## src/hw/rtl/clock_page_replacement_defines.svh

```systemverilog
// Assertion macros shared by the clock page replacement RTL.
// Each check is clocked on the rising edge and is switched off while reset is high.
`ifndef CLOCK_PAGE_REPLACEMENT_DEFINES_SVH
`define CLOCK_PAGE_REPLACEMENT_DEFINES_SVH

`ifndef SYNTH
// The consequent must hold in the same cycle as the antecedent.
`define CPR_ASSERT_NOW(lbl, clk, rst, ante, cons) \
  lbl: assert property (@(posedge clk) disable iff (rst) (ante) |-> (cons)) \
    else $error("clock page replacement check failed");
// The consequent must hold in the cycle after the antecedent.
`define CPR_ASSERT_NEXT(lbl, clk, rst, ante, cons) \
  lbl: assert property (@(posedge clk) disable iff (rst) (ante) |=> (cons)) \
    else $error("clock page replacement check failed");
`else
`define CPR_ASSERT_NOW(lbl, clk, rst, ante, cons)
`define CPR_ASSERT_NEXT(lbl, clk, rst, ante, cons)
`endif

`endif

```

## src/hw/rtl/cpr_pkg.sv

```systemverilog
`timescale 1ns / 1ps
`default_nettype none

package cpr_pkg;

  // Field widths of the items and of the register.
  localparam int FRAME_W       = 8;
  localparam int FRAME_COUNT_W = 9;

  // Largest value the frame count register can hold.
  localparam int FRAME_COUNT_MAX = 2 ** FRAME_COUNT_W - 1;

  // Default number of frames the design is built for.
  localparam int MAX_FRAMES_DEFAULT = 256;

  // Frame count after reset.
  localparam logic [FRAME_COUNT_W-1:0] FRAME_COUNT_RESET = FRAME_COUNT_W'(256);

  // Operation codes of an input item.
  localparam logic OP_REF   = 1'b0;
  localparam logic OP_EVICT = 1'b1;

  // Result offered by the core to the output register.
  typedef struct packed {
    logic               valid;
    logic [FRAME_W-1:0] victim;
  } result_t;

endpackage

`default_nettype wire

```

## src/hw/rtl/cpr_ifs.sv

```systemverilog
`timescale 1ns / 1ps
`default_nettype none

// Request channel: one item per page reference or eviction request.
interface cpr_req_if import cpr_pkg::*; ();
  logic               valid;
  logic               ready;
  logic               op;
  logic [FRAME_W-1:0] frame_index;

  modport source (output valid, output op, output frame_index, input ready);
  modport sink (input valid, input op, input frame_index, output ready);
endinterface

// Response channel: one item per eviction request.
interface cpr_rsp_if import cpr_pkg::*; ();
  logic               valid;
  logic               ready;
  logic [FRAME_W-1:0] victim_frame;

  modport source (output valid, output victim_frame, input ready);
  modport sink (input valid, input victim_frame, output ready);
endinterface

// Configuration write channel for the frame count register.
interface cpr_cfg_if import cpr_pkg::*; ();
  logic                     valid;
  logic                     ready;
  logic [FRAME_COUNT_W-1:0] frame_count;

  modport source (output valid, output frame_count, input ready);
  modport sink (input valid, input frame_count, output ready);
endinterface

`default_nettype wire

```

## src/hw/rtl/clock_page_replacement.sv

```systemverilog
`timescale 1ns / 1ps
`default_nettype none

// CLOCK (second-chance) page replacement over up to MAX_FRAMES frames, with the number
// of active frames set by the frame count register. A reference item produces no result.
// An eviction item reads the bit under the hand and then walks on frame by frame,
// clearing each set reference bit that it passes, until it finds the victim; it examines
// at most the active frame count plus one frames. The walk is paced by the
// single read port of the reference bit memory, which the walk reads one frame a cycle.
// After reset the block clears its reference bit memory, one entry a cycle, over
// min(MAX_FRAMES, 256) entries, and accepts no item until that pass is done.
module clock_page_replacement import cpr_pkg::*; #(
  parameter int MAX_FRAMES = MAX_FRAMES_DEFAULT
) (
  input wire logic clk,
  input wire logic rst,
  cpr_cfg_if.sink  cfg,
  cpr_req_if.sink  req,
  cpr_rsp_if.source rsp
);

  localparam int N_LIMIT = (MAX_FRAMES < FRAME_COUNT_MAX) ? MAX_FRAMES : FRAME_COUNT_MAX;
  localparam int CNT_W   = $clog2(N_LIMIT + 1);

  // Frame count as used by the clock: zero means one, large values saturate.
  function automatic logic [CNT_W-1:0] active_count(input logic [FRAME_COUNT_W-1:0] v);
    if (v == '0) begin
      return CNT_W'(1);
    end else if (int'(v) > N_LIMIT) begin
      return CNT_W'(N_LIMIT);
    end else begin
      return CNT_W'(v);
    end
  endfunction

  logic [CNT_W-1:0]   n;
  logic               out_valid;
  logic [FRAME_W-1:0] out_victim;
  logic               res_taken;
  result_t            res;

  // Configuration register, always ready.
  assign cfg.ready = 1'b1;

  always_ff @(posedge clk) begin
    if (rst) begin
      n <= active_count(FRAME_COUNT_RESET);
    end else if (cfg.valid) begin
      n <= active_count(cfg.frame_count);
    end
  end

  cpr_core #(
    .MAX_FRAMES (MAX_FRAMES)
  ) u_core (
    .clk       (clk),
    .rst       (rst),
    .n         (n),
    .req       (req),
    .res_taken (res_taken),
    .res       (res)
  );

  // Output register: the slot is free when empty or being drained this cycle.
  assign res_taken = !out_valid || rsp.ready;

  always_ff @(posedge clk) begin
    if (rst) begin
      out_valid <= 1'b0;
    end else if (res_taken) begin
      out_valid <= res.valid;
    end
  end

  always_ff @(posedge clk) begin
    if (res_taken && res.valid) begin
      out_victim <= res.victim;
    end
  end

  assign rsp.valid        = out_valid;
  assign rsp.victim_frame = out_victim;

endmodule

`default_nettype wire

```

## src/hw/rtl/cpr_core.sv

```systemverilog
`timescale 1ns / 1ps
`default_nettype none
`include "clock_page_replacement_defines.svh"

module cpr_core import cpr_pkg::*; #(
  parameter int MAX_FRAMES = MAX_FRAMES_DEFAULT,
  localparam int N_LIMIT   = (MAX_FRAMES < FRAME_COUNT_MAX) ? MAX_FRAMES : FRAME_COUNT_MAX,
  localparam int CNT_W     = $clog2(N_LIMIT + 1)
) (
  input  wire logic             clk,
  input  wire logic             rst,
  input  wire logic [CNT_W-1:0] n,
  cpr_req_if.sink               req,
  input  wire logic             res_taken,
  output result_t               res
);

  // Only frames below 2**FRAME_W can ever be referenced, so only those need storage.
  localparam int MEM_DEPTH = (MAX_FRAMES < 2 ** FRAME_W) ? MAX_FRAMES : 2 ** FRAME_W;
  localparam int MEM_AW    = $clog2(MEM_DEPTH);
  localparam int HAND_W    = $clog2(N_LIMIT);

  localparam logic [1:0] ST_CLEAR = 2'd0;
  localparam logic [1:0] ST_IDLE  = 2'd1;
  localparam logic [1:0] ST_WALK  = 2'd2;

  // Next position of the hand with wraparound.
  function automatic logic [HAND_W-1:0] next_slot(input logic [HAND_W-1:0] p,
                                                  input logic [CNT_W-1:0] cnt);
    logic [CNT_W-1:0] s;
    s = CNT_W'(p) + CNT_W'(1);
    return (s >= cnt) ? '0 : HAND_W'(s);
  endfunction

  // Frames at or above the storage depth always read as clear.
  function automatic logic beyond_mem(input logic [HAND_W-1:0] p);
    return CNT_W'(p) >= CNT_W'(MEM_DEPTH);
  endfunction

  logic [1:0]        state, state_next;
  logic [HAND_W-1:0] hand, hand_next;
  logic              fill_done, fill_done_next;
  logic [HAND_W-1:0] cur, cur_next;
  logic [MEM_AW-1:0] clr_addr;
  logic              rd_zero, rd_zero_next;

  logic              mem [MEM_DEPTH];
  logic              rd_data;
  logic              mem_we, mem_wdata, mem_re;
  logic [MEM_AW-1:0] mem_waddr, mem_raddr;

  logic [HAND_W-1:0] pos, pos_adv, cur_adv;
  logic              walk_bit, req_fire;

  // Reference bit store, one bit per frame.
  always_ff @(posedge clk) begin
    if (mem_we) begin
      mem[mem_waddr] <= mem_wdata;
    end
    if (mem_re) begin
      rd_data <= mem[mem_raddr];
    end
  end

  assign req.ready = (state == ST_IDLE);
  assign req_fire  = req.valid && req.ready;
  assign pos       = (CNT_W'(hand) < n) ? hand : '0;
  assign pos_adv   = next_slot(pos, n);
  assign cur_adv   = next_slot(cur, n);
  assign walk_bit  = rd_data && !rd_zero;

  // Sequencer: clearing pass, references and the eviction walk.
  always_comb begin
    state_next     = state;
    hand_next      = hand;
    fill_done_next = fill_done;
    cur_next       = cur;
    rd_zero_next   = rd_zero;
    mem_we         = 1'b0;
    mem_waddr      = cur[MEM_AW-1:0];
    mem_wdata      = 1'b0;
    mem_re         = 1'b0;
    mem_raddr      = cur[MEM_AW-1:0];
    res.valid      = 1'b0;
    res.victim     = FRAME_W'(cur);

    case (state)
      ST_CLEAR: begin
        mem_we    = 1'b1;
        mem_waddr = clr_addr;
        if (clr_addr == MEM_AW'(MEM_DEPTH - 1)) begin
          state_next = ST_IDLE;
        end
      end

      ST_IDLE: begin
        if (req_fire && req.op == OP_REF) begin
          // A reference outside the active frames changes nothing.
          if (int'(req.frame_index) < int'(n)) begin
            mem_we    = 1'b1;
            mem_waddr = req.frame_index[MEM_AW-1:0];
            mem_wdata = 1'b1;
            hand_next = pos;
            if (!fill_done && int'(pos) == int'(req.frame_index)) begin
              hand_next = pos_adv;
              if (pos_adv == '0) begin
                fill_done_next = 1'b1;
              end
            end
          end
        end else if (req_fire) begin
          // Eviction starts by reading the bit under the hand.
          cur_next     = pos;
          mem_re       = 1'b1;
          mem_raddr    = pos[MEM_AW-1:0];
          rd_zero_next = beyond_mem(pos);
          state_next   = ST_WALK;
        end
      end

      ST_WALK: begin
        if (walk_bit) begin
          // Second chance: clear the bit and look at the next frame.
          mem_we       = 1'b1;
          mem_waddr    = cur[MEM_AW-1:0];
          mem_wdata    = 1'b0;
          cur_next     = cur_adv;
          mem_re       = 1'b1;
          mem_raddr    = cur_adv[MEM_AW-1:0];
          // With one frame the read hits the entry being cleared this cycle.
          rd_zero_next = beyond_mem(cur_adv) || (cur_adv == cur);
        end else begin
          res.valid = 1'b1;
          if (res_taken) begin
            hand_next  = cur_adv;
            state_next = ST_IDLE;
          end
        end
      end

      default: begin
        state_next = ST_IDLE;
      end
    endcase
  end

  // Control state.
  always_ff @(posedge clk) begin
    if (rst) begin
      state     <= ST_CLEAR;
      hand      <= '0;
      fill_done <= 1'b0;
      clr_addr  <= '0;
    end else begin
      state     <= state_next;
      hand      <= hand_next;
      fill_done <= fill_done_next;
      if (state == ST_CLEAR) begin
        clr_addr <= clr_addr + MEM_AW'(1);
      end
    end
  end

  // Walk position and read qualifier.
  always_ff @(posedge clk) begin
    cur <= cur_next;
    if (mem_re) begin
      rd_zero <= rd_zero_next;
    end
  end

  `CPR_ASSERT_NEXT(a_clear_exit, clk, rst, state == ST_CLEAR, state == ST_CLEAR || state == ST_IDLE)
  `CPR_ASSERT_NEXT(a_ref_one_cycle, clk, rst, req_fire && req.op == OP_REF, state == ST_IDLE)
  `CPR_ASSERT_NEXT(a_walk_continues, clk, rst, state == ST_WALK && walk_bit, state == ST_WALK)
  `CPR_ASSERT_NOW(a_no_result_idle, clk, rst, state != ST_WALK, !res.valid)

endmodule

`default_nettype wire

```

## src/flat_wrapper.sv

```systemverilog
// flat-port wrapper written by rule: the top's interface ports become plain ports
module clock_page_replacement_flat import cpr_pkg::*;
#(
  parameter int MAX_FRAMES = MAX_FRAMES_DEFAULT
)
  (clk, rst, cfg_valid, cfg_frame_count, cfg_ready, req_valid, req_op, req_frame_index, req_ready, rsp_valid, rsp_victim_frame, rsp_ready);
  cpr_cfg_if cfg_i ();
  cpr_req_if req_i ();
  cpr_rsp_if rsp_i ();
  input wire logic clk;
  input wire logic rst;
  input wire logic [$bits(cfg_i.valid)-1:0] cfg_valid;
  input wire logic [$bits(cfg_i.frame_count)-1:0] cfg_frame_count;
  output wire logic [$bits(cfg_i.ready)-1:0] cfg_ready;
  input wire logic [$bits(req_i.valid)-1:0] req_valid;
  input wire logic [$bits(req_i.op)-1:0] req_op;
  input wire logic [$bits(req_i.frame_index)-1:0] req_frame_index;
  output wire logic [$bits(req_i.ready)-1:0] req_ready;
  output wire logic [$bits(rsp_i.valid)-1:0] rsp_valid;
  output wire logic [$bits(rsp_i.victim_frame)-1:0] rsp_victim_frame;
  input wire logic [$bits(rsp_i.ready)-1:0] rsp_ready;
  assign cfg_i.valid = cfg_valid;
  assign cfg_i.frame_count = cfg_frame_count;
  assign cfg_ready = cfg_i.ready;
  assign req_i.valid = req_valid;
  assign req_i.op = req_op;
  assign req_i.frame_index = req_frame_index;
  assign req_ready = req_i.ready;
  assign rsp_valid = rsp_i.valid;
  assign rsp_victim_frame = rsp_i.victim_frame;
  assign rsp_i.ready = rsp_ready;
  clock_page_replacement #(.MAX_FRAMES(MAX_FRAMES)) u_core (.clk(clk), .rst(rst), .cfg(cfg_i), .req(req_i), .rsp(rsp_i));
endmodule
```

## config.mk

```make
export PLATFORM = sky130hd
export DESIGN_NAME = clock_page_replacement_flat
export DESIGN_NICKNAME = d
export VERILOG_FILES = /design/src/hw/rtl/cpr_pkg.sv /design/src/hw/rtl/cpr_ifs.sv /design/src/hw/rtl/clock_page_replacement.sv /design/src/hw/rtl/cpr_core.sv /design/src/flat_wrapper.sv
export VERILOG_INCLUDE_DIRS = /design/src /design/src/hw/rtl
export SDC_FILE = /design/constraint.sdc
export NUM_CORES = 1
export LEC_CHECK = 0
export BUFFER_PORTS_ARGS = -buffer_cell sky130_fd_sc_hd__buf_2
export CORE_UTILIZATION = 55
export DETAILED_ROUTE_END_ITERATION = 6
export PLACE_DENSITY_LB_ADDON = 0.05
export SLEW_MARGIN = 20
export SYNTH_ARGS = -nofsm -noshare
export SYNTH_HDL_FRONTEND = slang
export SYNTH_SLANG_ARGS = --single-unit
export TNS_END_PERCENT = 50
```

## constraint.sdc

```tcl
create_clock -name clk -period 5.1 [get_ports clk]
set_clock_uncertainty 0.05 [all_clocks]
set_input_delay 0.51 -clock clk [delete_from_list [all_inputs] [get_ports clk]]
set_output_delay 0.51 -clock clk [all_outputs]
set_load 0.01 [all_outputs]
```

== After elaboration in Yosys (flattened, before gate mapping) ==
Memories as Yosys holds them, arrays and structs flattened. A register that Yosys moved wholly into a read port is not among the register bits.
Index checks and enable logic that the tools add are counted.
Operators by class
  bitwise gates (word level): 1
  add/sub/neg operators: 3
  mux-type cells: 40
  magnitude comparators: 5
  eq/ne operators: 13
  reduce and logical (&&, ||, !) cells: 17
Operator list (number)
  $mux W8: 13
  $pmux W8 S2: 3
  $reduce_and A5 Y1: 4
  $add A8 B1 Y9 const B: 2
  $ge A9 B9 Y1: 2
  $lt A8 B9 Y1: 2
  $mux W9: 2
  $eq A8 B8 Y1: 2
  $mux W1: 13
  $mux W2: 5
  $ne A2 B2 Y1 const B: 5
  $gt A9 B9 Y1 const B: 1
  $logic_not A9 Y1: 1
  $add A8 B1 Y8 const B: 1
  $eq A8 B8 Y1 const B: 1
  $logic_not A8 Y1: 1
  $ne A2 B1 Y1 const B: 3
  $pmux W2 S3: 1
  $logic_and A1 B1 Y1: 5
  $pmux W1 S2: 2
  $logic_not A1 Y1: 3
  $pmux W1 S3: 1
  $eq A2 B1 Y1 const B: 1
  $eq A2 B2 Y1 const B: 1
  other kinds (4): 4
Storage, ports and cells
  memory bits (writable): 256
  bits in registers: 46
  output and inout bits: 11
  input port bits: 23
  memories kept: 1
  logic and storage cells: 89
Memory list
  u_core.u_core.mem: depth 256, bits a word 1, rd ports 1, clocked after Yosys merged registers in 1, wr ports 1, line cpr_core.sv:47  | logic mem [MEM_DEPTH];

== Longest topological paths before layout ==
Gate-level depths: netlist of run 1.
  word-level depth: 9
  gate-level depth with buffers: 20
  gate-level depth less buffers: 18

== Cells and area by module ==
From an unflattened synthesis of run 1, not the netlist that was laid out.
Unflattened totals
  cell total of the unflattened synthesis: 1597
  area, all modules: 15459.8 sq um
By module, submodules not included
  cpr_core: area an instance 14782.9 sq um, cells each 1540, seq. area each 8287.9 sq um, instances 1
  clock_page_replacement: area an instance 676.9 sq um, cells each 57, seq. area each 440.4 sq um, instances 1

== Least setup slack after synthesis of run 1 ==
Ideal clock, no wire load.
  path kind: input-to-reg
  from: input req_frame_index[1]
  to: memory u_core.u_core.mem[234], enable pin
  data required time: 4.747 ns
  path buffers: 3
  setup time: 0.303 ns
  cell stages on the path: 14
  slack: -0.342 ns
  data arrival time: 5.089 ns
  cells stage by stage: ha_1 a21o_1 a21o_1 a21o_1 a21o_1 a2111oi_4 o311ai_1 inv_1 buf_2 a211o_1 clkbuf_1 nand3_1 clkbuf_1 nor2_1
Between the ends
  cells in the longest elaborated chain, start to end: 6
  elaborated cells on any way between the ends: 9
  those cells by class: 1 x order compare; 8 x mux
Ends and longest elaborated chain
  from (decl): line flat_wrapper.sv:17  | input wire logic [$bits(req_i.frame_index)-1:0] req_frame_index;
  $lt A8 B9 Y1: line cpr_core.sv:99  | if (int'(req.frame_index) < int'(n)) begin
  $mux W1: line cpr_core.sv:99
  $mux W1: line cpr_core.sv:97  | if (req_fire && req.op == OP_REF) begin
  $pmux W1 S3: line cpr_core.sv:87  | case (state)
  $mux W1: line cpr_core.sv:57  | if (mem_we) begin
  $mux W1 (implied by the code): line cpr_core.sv:58  | mem[mem_waddr] <= mem_wdata;
  to (decl): line cpr_core.sv:47
Several ways; a longest one is shown, not always the timed one.

== Final worst setup path of run 1 ==
  from: register u_core.u_core.cur[1]
  to: register u_core.u_core.rd_data (read register of u_core.u_core.mem), data pin
Between the ends
  cells in the longest elaborated chain, start to end: 5
  elaborated cells on any way between the ends: 7
  those cells by class: 1 x add/sub; 1 x order compare; 5 x mux
Ends and longest elaborated chain
  from (decl): line cpr_core.sv:43  | logic [HAND_W-1:0] cur, cur_next;
  from (signal assigned): line cpr_core.sv:166  | cur <= cur_next;
  $add A8 B1 Y9 *: line cpr_core.sv:31  | s = CNT_W'(p) + CNT_W'(1);
  $ge A9 B9 Y1: line cpr_core.sv:32  | return (s >= cnt) ? '0 : HAND_W'(s);
  $mux W8 *: line cpr_core.sv:32
  $mux W8 *
  $pmux W8 S2 *
  net u_core.u_core.cur_next[5]: line cpr_core.sv:43
  to (decl): line cpr_core.sv:48  | logic rd_data;
The timed path passes the listed nets; every way through them passes the cells marked *.
A chain may end at the register's enable or synchronous reset.

==> results of run 1 <==
cells in the final DEF, fill, tap and decap left out, drive strengths merged, types with 6 or more instances in the layout:
| master | instances |
|---|---|
| clkbuf | 43 |
| a31oi | 17 |
| a2bb2oi | 7 |
| nand3 | 132 |
| ha | 38 |
| and2 | 8 |
| a211oi | 17 |
| a22oi | 8 |
| a21o | 13 |
| a32oi | 6 |
| nor2 | 304 |
| nor4 | 11 |
| buf | 89 |
| mux4 | 16 |
| nand4 | 29 |
| a211o | 7 |
| a21oi | 51 |
| and3 | 20 |
| o211ai | 6 |
| a22o | 7 |
| nor3 | 24 |
| nand2 | 185 |
| dfxtp | 37 |
| clkinv | 12 |
| xnor2 | 10 |
| xor2 | 12 |
| edfxtp | 266 |
| nand2b | 12 |
| o21ai | 25 |
| inv | 24 |
| mux2i | 11 |
logic make-up (layout without fill, tap and decap cells):
| kind of cell | after synthesis | count (layout) | share of synthesized area [%] |
|---|---|---|---|
| AO/OA/AOI/OAI | 200 | 200 | 9.33 |
| buffers and inverters | 128 | 172 | 3.41 |
| adder cells (fa/ha/maj) | 38 | 38 | 3.14 |
| AND/OR/NAND/NOR | 752 | 752 | 22.0 |
| multiplexers | 27 | 27 | 3.11 |
| other | 1 | 1 | 0.0248 |
| XOR/XNOR | 22 | 22 | 1.27 |
| flip-flops | 303 | 303 | 57.7 |
power by group:
part | total (uW) | internal, uW | leakage [uW] | switching, uW
logic | 997 | 311 | 0.00251 | 686
registers | 2860 | 2760 | 0.00308 | 92.6
clock network | 2480 | 1470 | 0.000548 | 1020
total | 6340 | 4540 | 0.00614 | 1790
registers in the layout, summed over array words and instances (netlist names):
signal                   flops
u_core.u_core.state          2
u_core.rsp.victim_frame      8
u_core.u_core.clr_addr       8
u_core.u_core.cur            8
u_core.rsp.valid             1
u_core.u_core.mem          256
u_core.u_core.hand           8
u_core.n                     9
u_core.u_core.rd_zero        1
u_core.u_core.fill_done      1
u_core.u_core.rd_data        1
critical path: cells and delay by family (launching register included):
kind | cells | cell delay (ps)
adders and majority gates | 2 | 560
AOI/OAI and AO/OA | 5 | 1350
and+or+nand+nor | 8 | 2150
DFF | 1 | 450
xor gates and xnor gates | 1 | 250
layer usage:
metal  GRT usage (%)  wire length (um)
met5               0                 0
met4            9.45              1100
met3            6.09              4160
met2            47.5             19300
met1            44.8             18500
layout make-up:
type                    instances  area share (%)
inverters                      21           0.495
flip-flops and latches        303            51.5
clock buffers                  43            5.53
clock inverters                19            1.12
well taps                     341            2.52
repair buffers                 89            3.79
multi-input cells            1040            35.0
metrics by stage:
stage          setup WS, ps  power [uW]  hold WS [ps]
2_1_floorplan           467        3500           356
3_3_place_gp            368        3860           405
3_5_place_dp            221        3880           421
4_1_cts                 191        6340           180
5_1_grt                3.03        6540           191
6_report                157        6340           192
repair_timing:
item,4_1_cts,5_1_grt
hold endpoints to repair,0,0
gates resized for setup,0,3
buffers inserted,0,0
endpoints found under the setup margin,0,1
worst paths after layout:
path / from / endpoint / depth (start not counted)
setup / recovery: u_core.u_core.cur[1]$_DFF_P_ / u_core.u_core.rd_data$_DFFE_PP_ / 16
hold / removal: cfg_frame_count[7] / u_core.n[7]$_SDFFE_PP0P_ / 3
setup reg to reg: u_core.u_core.cur[1]$_DFF_P_ / u_core.u_core.rd_data$_DFFE_PP_ / 16
hold reg to reg: u_core.u_core.fill_done$_SDFFE_PP0P_ / u_core.u_core.fill_done$_SDFFE_PP0P_ / 2
==> impl_metrics.csv, run 1 <==
group,metric,value,unit
clock_network,cts_tree,"done",
routing,route.detailed.drc,0,
layout,multi_input_area,5930,um2
critical_path,critPathMaxStageDelay,650,ps
logic_synthesis,synthDistinctLibCells,69,
timing,period_share,96.9,%
floorplan,initial_core_util,56.2,%
logic_synthesis,synth_edf_count,266,
timing,grt_setup_unrepaired,"false",
clock_network,cts-htree-levels,2,
logic_synthesis,synth_cells,1471,
timing,setup_violations,0,
logic_synthesis,ys_ff_latch,303,
global_routing,grt_max_degree,207,
routing,vias,11785,
layout,syn2layout_area_growth,11.9,%
clock_network,cts_buffers,35,
timing,worst_pin_slew,902,ps
routing,wire_per_inst,23.2,um
logic_synthesis,syn_avg_cell_area,10.3,um2
critical_path,cp_max_fo,9,
critical_path,crit_path_cell_trace,"ha_1 > nand3_1 > nor2_1 > xor2_1 > ha_1 > and4_1 > a21oi_1 > o211ai_2 > o311ai_0 > a22o_1 > nand2b_1 > nand2b_1 > a21oi_1 > or4b_2 > nand4b_1 > nand4_1",
routing,dr.pass1.iters,6,
timing,fmax,202,MHz
floorplan,pin_count,34,
placed_design,gp_congestion,0.854,
placed_design,hpwl,26100,um
routing,wl,43100,um
routing,drtIter0Drc,1397,
global_routing,grt_pass1_vias,11156,
logic_synthesis,ys.flop_type,"edfxtp_1",
routing,ant_nets,0,
placed_design,dp_cells,1794,
clock_network,ctsRootBufferMaster,"clkbuf_16",
floorplan,die_y,168,um
critical_path,cp-end-kind,"register",
logic_synthesis,yosys.area.top_type,"edfxtp_1",
logic_synthesis,yosys_warnings,0,
timing,final.setup.tns,0,ps
critical_path,crit_required,5430,ps
layout,finalNetCount,1551,
floorplan,die_width,168,um
status,outcome,"finished clean",
critical_path,regToRegSetupSlack,160,ps
clock_network,cts_hold_buf,0,
layout,fin_area,16900,um2
global_routing,grt-ovfl-total,0,
timing,slew_headroom,39.4,%
power_and_ir_drop,ir_drop,0.338,mV
clock_network,clk_pin_slew,60,ps
layout,final_core_util,62.8,%
layout,n_antenna_cell,0,
global_routing,grt_pass1_wl,65500,um
layout,seq_area,8730,um2
placed_design,io_buffers,32,
floorplan,die-area,28200,um2
critical_path,cp-start-kind,"register",
timing,slew_viol_final,0,
layout,final_cells,1856,
global_routing,antenna_found_initial,0,
job,cap_violations,0,
critical_path,crit_type,"reg2reg",
power_and_ir_drop,p_leak,0.00614,uW
power_and_ir_drop,cellPowerDensity,374,nW/um2
logic_synthesis,synthTopCellsByArea,"edfxtp_1 (53%), nor2_1 (7.5%), dfxtp_1 (4.9%), nand2_1 (4.6%), nand3_1 (4.4%)",
clock_network,clkSinkCount,303,
logic_synthesis,syn-num-nets,1532,
logic_synthesis,synth_commonest_cells,"nor2_1 (304), edfxtp_1 (266), nand2_1 (185), nand3_1 (132), clkbuf_1 (70)",
critical_path,slowest_stage,"or4b_2",
timing,finalHoldViolations,0,
logic_synthesis,yosysSeqAreaShare,57.7,%
layout,n_fill_cell,2231,
logic_synthesis,async_flop_share,0,%
routing,viasPerCell,6.35,
placed_design,placed_cell_area,15800,um2
floorplan,fp-row-count,60,
clock_network,ctsLongestPathBuffers,3,
hold_path,worstHoldPathType,"in2reg",
layout,drive_gt1_share,11.4,%
clock_network,insertion_delay,530,ps
critical_path,cp.arrival,5270,ps
timing,period_needed,4940,ps
logic_synthesis,netlist.area_leader.share,52.8,%
logic_synthesis,synth_area,15100,um2
logic_synthesis,synth.most_common_cell,"nor2_1",
global_routing,track_usage,31.0,%
floorplan,core,27000,um2
No activity file was read; power rests on OpenSTA's default activity.
==> run 2, diff against run 1 <==
- CORE_ASPECT_RATIO: default -> 1.2
- SLEW_MARGIN: 20 -> default
==> run 2 against run 1 <==
- flip-flop and latch count stayed put
- total power is 2.1% lower
- cell area is 0.24% lower
- via count is 0.72% lower
- register-to-register slack better by 340 ps
- critical path depth is 1 lower
- wire length is 0.67% higher
- core utilization is 0.46 points lower
- combinational power hardly changed
- sequential share of layout area is 0.12 points higher
- clock power is 6% lower
==> impl_metrics.csv, run 2 (synthesized netlist as in run 1, its figures left out) <==
group,metric,value,unit
timing,hold_ws,189,ps
global_routing,grt_pass1_wl,65000,um
critical_path,regToRegSetupSlack,500,ps
placed_design,io_buffers,32,
timing,slew_viol_final,0,
power_and_ir_drop,seq_power_share,45.8,%
power_and_ir_drop,ir_drop,0.257,mV
power_and_ir_drop,p_comb_share,16.5,%
clock_network,ctsRootBufferMaster,"clkbuf_16",
floorplan,pin_count,34,
critical_path,r2r_start,"u_core.u_core.cur[2]$_DFF_P_",
global_routing,track_usage,30.9,%
timing,worst_pin_slew,1090,ps
critical_path,reg2reg_depth,15,
clock_network,clk_pin_slew,60,ps
critical_path,crit_required,5300,ps
routing,route.detailed.drc,0,
timing,period_needed,4600,ps
clock_network,insertion_delay,520,ps
power_and_ir_drop,switchingPower,1760,uW
critical_path,cp_max_fo,10,
layout,largest_reg_flops,256,
power_and_ir_drop,clock_power_share,37.7,%
layout,n_antenna_cell,0,
hold_path,worstHoldPathType,"in2reg",
routing,vias,11700,
layout,largest_registers,"u_core.u_core.mem: 256 flops, u_core.n: 9 flops",
global_routing,grt-ovfl-total,0,
layout,layout_common_cells,"nor2_1 (304), edfxtp_1 (266), nand2_1 (185), nand3_1 (132), buf_4 (56)",
global_routing,antenna_found_initial,0,
critical_path,cp-end-kind,"register",
floorplan,core,27100,um2
floorplan,die-area,28200,um2
critical_path,cp_top_family,"simple AND/OR/NAND/NOR gates",
timing,slew_headroom,27.4,%
clock_network,cts_buffers,34,
timing,final.setup.tns,0,ps
critical_path,crit_path_frequent_cell,"nand4_1",
layout,layout_commonest_cell,"nor2_1",
layout,syn2layout_area_growth,11.6,%
placed_design,hpwl,27100,um
power_and_ir_drop,cellPowerDensity,367,nW/um2
routing,ant_nets,0,
floorplan,die_width,153,um
layout,drive_gt1_share,11.4,%
clock_network,cts_hold_buf,0,
critical_path,cp-start-kind,"register",
routing,wl,43400,um
critical_path,r2r_end,"u_core.u_core.rd_data$_DFFE_PP_",
global_routing,grt_pass1_vias,11119,
timing,fmax,217,MHz
clock_network,clkSinkCount,303,
status,outcome,"finished clean",
routing,wirelength_met1,16700,um
critical_path,worst-path-buf-inv,1,
floorplan,initial_core_util,55.9,%
power_and_ir_drop,swShare,28.4,%
timing,setup_violations,0,
power_and_ir_drop,p_leak,0.00612,uW
critical_path,crit_path_cell_trace,"nand3_1 > nor3_1 > xor2_1 > ha_1 > and4_1 > o211ai_1 > o211ai_2 > nor3_1 > a221oi_1 > clkinv_1 > and2_1 > a22oi_1 > nand4_1 > nand4_1 > nand4_1",
floorplan,die_y,184,um
power_and_ir_drop,p_int,4440,uW
critical_path,slowest_stage,"dfxtp_1",
floorplan,fp-row-count,66,
routing,wire_per_inst,23.4,um
hold_path,holdPathEnd,"u_core.n[7]$_SDFFE_PP0P_",
critical_path,crit_type,"reg2reg",
layout,largest_register,"u_core.u_core.mem",
critical_path,critPathMaxStageDelay,510,ps
hold_path,whs_path_depth,3,
placed_design,gp_congestion,0.886,
timing,period_share,90.2,%
critical_path,cp.arrival,4810,ps
clock_network,cts_tree,"done",
routing,viasPerCell,6.32,
routing,wl_met3,2970,um
routing,met2WireLength,21800,um
routing,drtIter0Drc,1157,
job,cap_violations,0,
timing,finalHoldViolations,0,
timing,grt_setup_unrepaired,"false",
routing,dr.pass1.iters,5,
global_routing,grt_max_degree,237,
clock_network,ctsLongestPathBuffers,3,
clock_network,cts-htree-levels,2,
hold_path,hold_path.startpoint,"cfg_frame_count[7]",
routing,highest_layer,"met4",
layout,finalNetCount,1554,
critical_path,crit_start,"u_core.u_core.cur[2]$_DFF_P_",
-- run 2: cell types whose count changed in the layout (fill, tap and decap cells not counted), moves of 2 or more --
| cell | delta |
|---|---|
| clkinv_1 | -3 |
| clkinv_4 | +2 |
| buf_4 | +4 |
| inv_6 | -4 |
-- run 2: final cells by class --
class,instances,area [um2]
inverter,21,85.1
fill,2265,10200
tap,340,425
sequential,303,8730
timing repair buffer,93,681
clock inverter,14,150
clock buffer,41,898
multi-input combinational,1040,5930
-- run 2: metal layers --
metal | vias to the layer above | global-route usage, %
met4 | 0 | 15.1
met3 | 114 | 4.36
li1 | 5355 | -
met5 | - | 0
met1 | 5772 | 38.2
met2 | 459 | 53.7
-- run 2: stage by stage --
stage,util (%),cells,cell area (um2),setup WS [ps],total power (uW)
6_report,62.4,1852,16900,498,6200
5_1_grt,62.4,1852,16900,43.0,6380
4_1_cts,62.4,1852,16900,398,6210
3_5_place_dp,58.5,1797,15800,456,3890
3_3_place_gp,58.5,1797,15800,538,3880
2_1_floorplan,-,1471,15100,467,3500
-- run 2: worst max-delay path by stage --
stage                                            end  slack, ps  depth (start not counted)
detailed placement   u_core.u_core.rd_data$_DFFE_PP_        460                         18
floorplan           u_core.u_core.mem[234]$_DFFE_PP_        470                         14
global placement     u_core.u_core.rd_data$_DFFE_PP_        540                         18
CTS                  u_core.u_core.rd_data$_DFFE_PP_        400                         17
finish               u_core.u_core.rd_data$_DFFE_PP_        500                         15
global route         u_core.u_core.rd_data$_DFFE_PP_         40                         17
-- run 2: power by group through the flow --
stage | clock (uW) | combinational [uW] | sequential (uW)
3_3_place_gp | 0 | 989 | 2890
6_report | 2340 | 1020 | 2840
4_1_cts | 2360 | 1010 | 2840
3_5_place_dp | 0 | 1000 | 2890
5_1_grt | 2440 | 1100 | 2840
2_1_floorplan | 0 | 664 | 2840
-- run 2: worst reg2reg max path: stages (launching register included) --
cell and delay, ps:
dfxtp_1 510, nand3_1 210, nor3_1 270, xor2_1 120, ha_1 330, and4_1 210
o211ai_1 140, o211ai_2 410, nor3_1 170, a221oi_1 430, clkinv_1 300, and2_1 440
a22oi_1 270, nand4_1 200, nand4_1 180, nand4_1 110
-- run 2: what timing repair did --
action	CTS	global route
setup endpoints to repair	0	1
hold endpoints to repair	0	0
buffers inserted	0	0
gates resized for setup	0	2
==> run 3, diff against run 2 <==
--- a/config.mk
+++ b/config.mk
@@ -10,3 +10,3 @@
 export CORE_ASPECT_RATIO = 1.2
-export CORE_UTILIZATION = 55
+export CORE_UTILIZATION = 31
 export DETAILED_ROUTE_END_ITERATION = 6
--- a/constraint.sdc
+++ b/constraint.sdc
@@ -4,2 +4,2 @@
 set_output_delay 0.51 -clock clk [all_outputs]
-set_load 0.01 [all_outputs]
+set_load 0.02 [all_outputs]
==> run 3 against run 2 <==
- combinational power rose by 9.8%
- core utilization fell by 26 points
- via count fell by 1.7%
==> impl_metrics.csv, run 3 (synthesized netlist as in run 1, its figures left out) <==
group,metric,value,unit
status,outcome,"finished clean",
timing,slew_headroom,31.0,%
timing,slew_viol_final,0,
routing,viasPerCell,5.29,
timing,hold_ws,148,ps
clock_network,ctsRootBufferMaster,"clkbuf_16",
critical_path,cp-start-kind,"register",
layout,drive_gt1_share,13.0,%
timing,fmax,211,MHz
global_routing,track_usage,21.2,%
critical_path,r2r_start,"u_core.u_core.cur[1]$_DFF_P_",
hold_path,hold_path.startpoint,"cfg_frame_count[1]",
floorplan,fp-row-count,88,
routing,route.detailed.drc,0,
placed_design,hpwl,32900,um
layout,layout_common_cells,"nor2_1 (303), edfxtp_1 (266), nand2_1 (185), nand3_1 (132), buf_4 (78)",
clock_network,clkSinkCount,303,
routing,drtIter0Drc,729,
timing,finalHoldViolations,0,
placed_design,dp_cells,2108,
global_routing,grt-ovfl-total,0,
routing,wire_per_inst,23.9,um
critical_path,crit_start,"u_core.u_core.cur[1]$_DFF_P_",
floorplan,die_y,244,um
timing,period_share,92.9,%
layout,largest_reg_flops,256,
clock_network,cts_hold_buf,0,
layout,largest_register,"u_core.u_core.mem",
routing,dr.pass1.iters,5,
floorplan,initial_core_util,31.5,%
critical_path,cp-end-kind,"register",
layout,finalNetCount,1578,
clock_network,ctsLongestPathBuffers,3,
layout,largest_registers,"u_core.u_core.mem: 256 flops, u_core.n: 9 flops",
clock_network,cts-htree-levels,2,
global_routing,antenna_found_initial,0,
critical_path,cp_max_fo,61,
power_and_ir_drop,p_leak,0.00629,uW
floorplan,pin_count,34,
placed_design,dpl_worst_slack,66.3,ps
clock_network,postCtsSetupBuffers,0,
hold_path,worstHoldPathType,"in2reg",
placed_design,io_buffers,32,
routing,vias,11498,
critical_path,regToRegSetupSlack,360,ps
critical_path,crit_type,"reg2reg",
layout,final_cells,2174,
global_routing,grt_pass1_vias,11611,
layout,layout_commonest_cell,"nor2_1",
timing,period_needed,4740,ps
clock_network,cts_tree,"done",
timing,setup_violations,0,
routing,ant_nets,0,
critical_path,crit_required,5350,ps
floorplan,core,48100,um2
placed_design,gp_congestion,0.872,
floorplan,die-area,49700,um2
critical_path,cp.arrival,4990,ps
layout,syn2layout_area_growth,15.8,%
routing,wl,52000,um
floorplan,die_width,204,um
timing,setup_slack,364,ps
power_and_ir_drop,p_total,6470,uW
clock_network,cts_buffers,37,
timing,final.setup.tns,0,ps
global_routing,grt_max_degree,109,
global_routing,grt_pass1_wl,77300,um
power_and_ir_drop,cellPowerDensity,369,nW/um2
job,cap_violations,0,
clock_network,insertion_delay,560,ps
timing,grt_setup_unrepaired,"false",
power_and_ir_drop,ir_drop,0.227,mV
clock_network,clk_pin_slew,60,ps
timing,worst_pin_slew,1020,ps
layout,n_antenna_cell,0,
## run 3: what timing repair did
item	CTS	global route
resized for setup	0	8
hold endpoints to repair	0	0
setup endpoints to repair	0	1
## run 3: path summary, 6_finish.rpt
path | endpoint | cells past startpoint
min | u_core.n[1]$_SDFFE_PP0P_ | 3
max | u_core.u_core.rd_data$_DFFE_PP_ | 17
max reg2reg | u_core.u_core.rd_data$_DFFE_PP_ | 17
min reg2reg | u_core.u_core.fill_done$_SDFFE_PP0P_ | 2
## run 3: report_power, final
part	switching, uW	internal (uW)	total, uW
clock network	1080	1450	2520
logic	786	338	1120
registers	56.2	2760	2820
total	1920	4550	6470
## run 3: metal layers
metal / GRT usage, % / vias to the layer above / wire [um]
li1: - / 5417 / -
met1: 25.6 / 5793 / 21800
met2: 38.5 / 215 / 27100
met3: 2.39 / 73 / 1580
met4: 7.54 / 0 / 1570
met5: 0 / - / 0
## run 3: layout make-up
class | instances | area [um2]
clock buffers | 48 | 1010
clock inverters | 18 | 128
fillers | 4935 | 30600
inverters | 21 | 83.8
multi-input cells | 1040 | 5950
flip-flops and latches | 303 | 8730
well taps | 630 | 788
repair buffers | 114 | 838
## run 3: stage by stage
| step | area [um2] | utilization (%) |
|---|---|---|
| global placement | 16300 | 34.0 |
| CTS | 17500 | 36.3 |
| floorplan | 15100 | - |
| global route | 17500 | 36.4 |
| finish | 17500 | 36.4 |
| detailed placement | 16300 | 34.0 |
## run 3: critical path: stages, from the launching register on
cell and delay, ps:
dfxtp_1 420, ha_1 270, nand3_1 150, nor2_2 230, xor2_1 230, ha_1 270
and4_1 200, a21oi_1 260, o211ai_2 240, o31ai_2 320, o22ai_4 120, clkbuf_16 290
buf_16 270, mux4_2 470, o22ai_2 230, a211oi_1 160, nand4_1 140, nand4_1 90
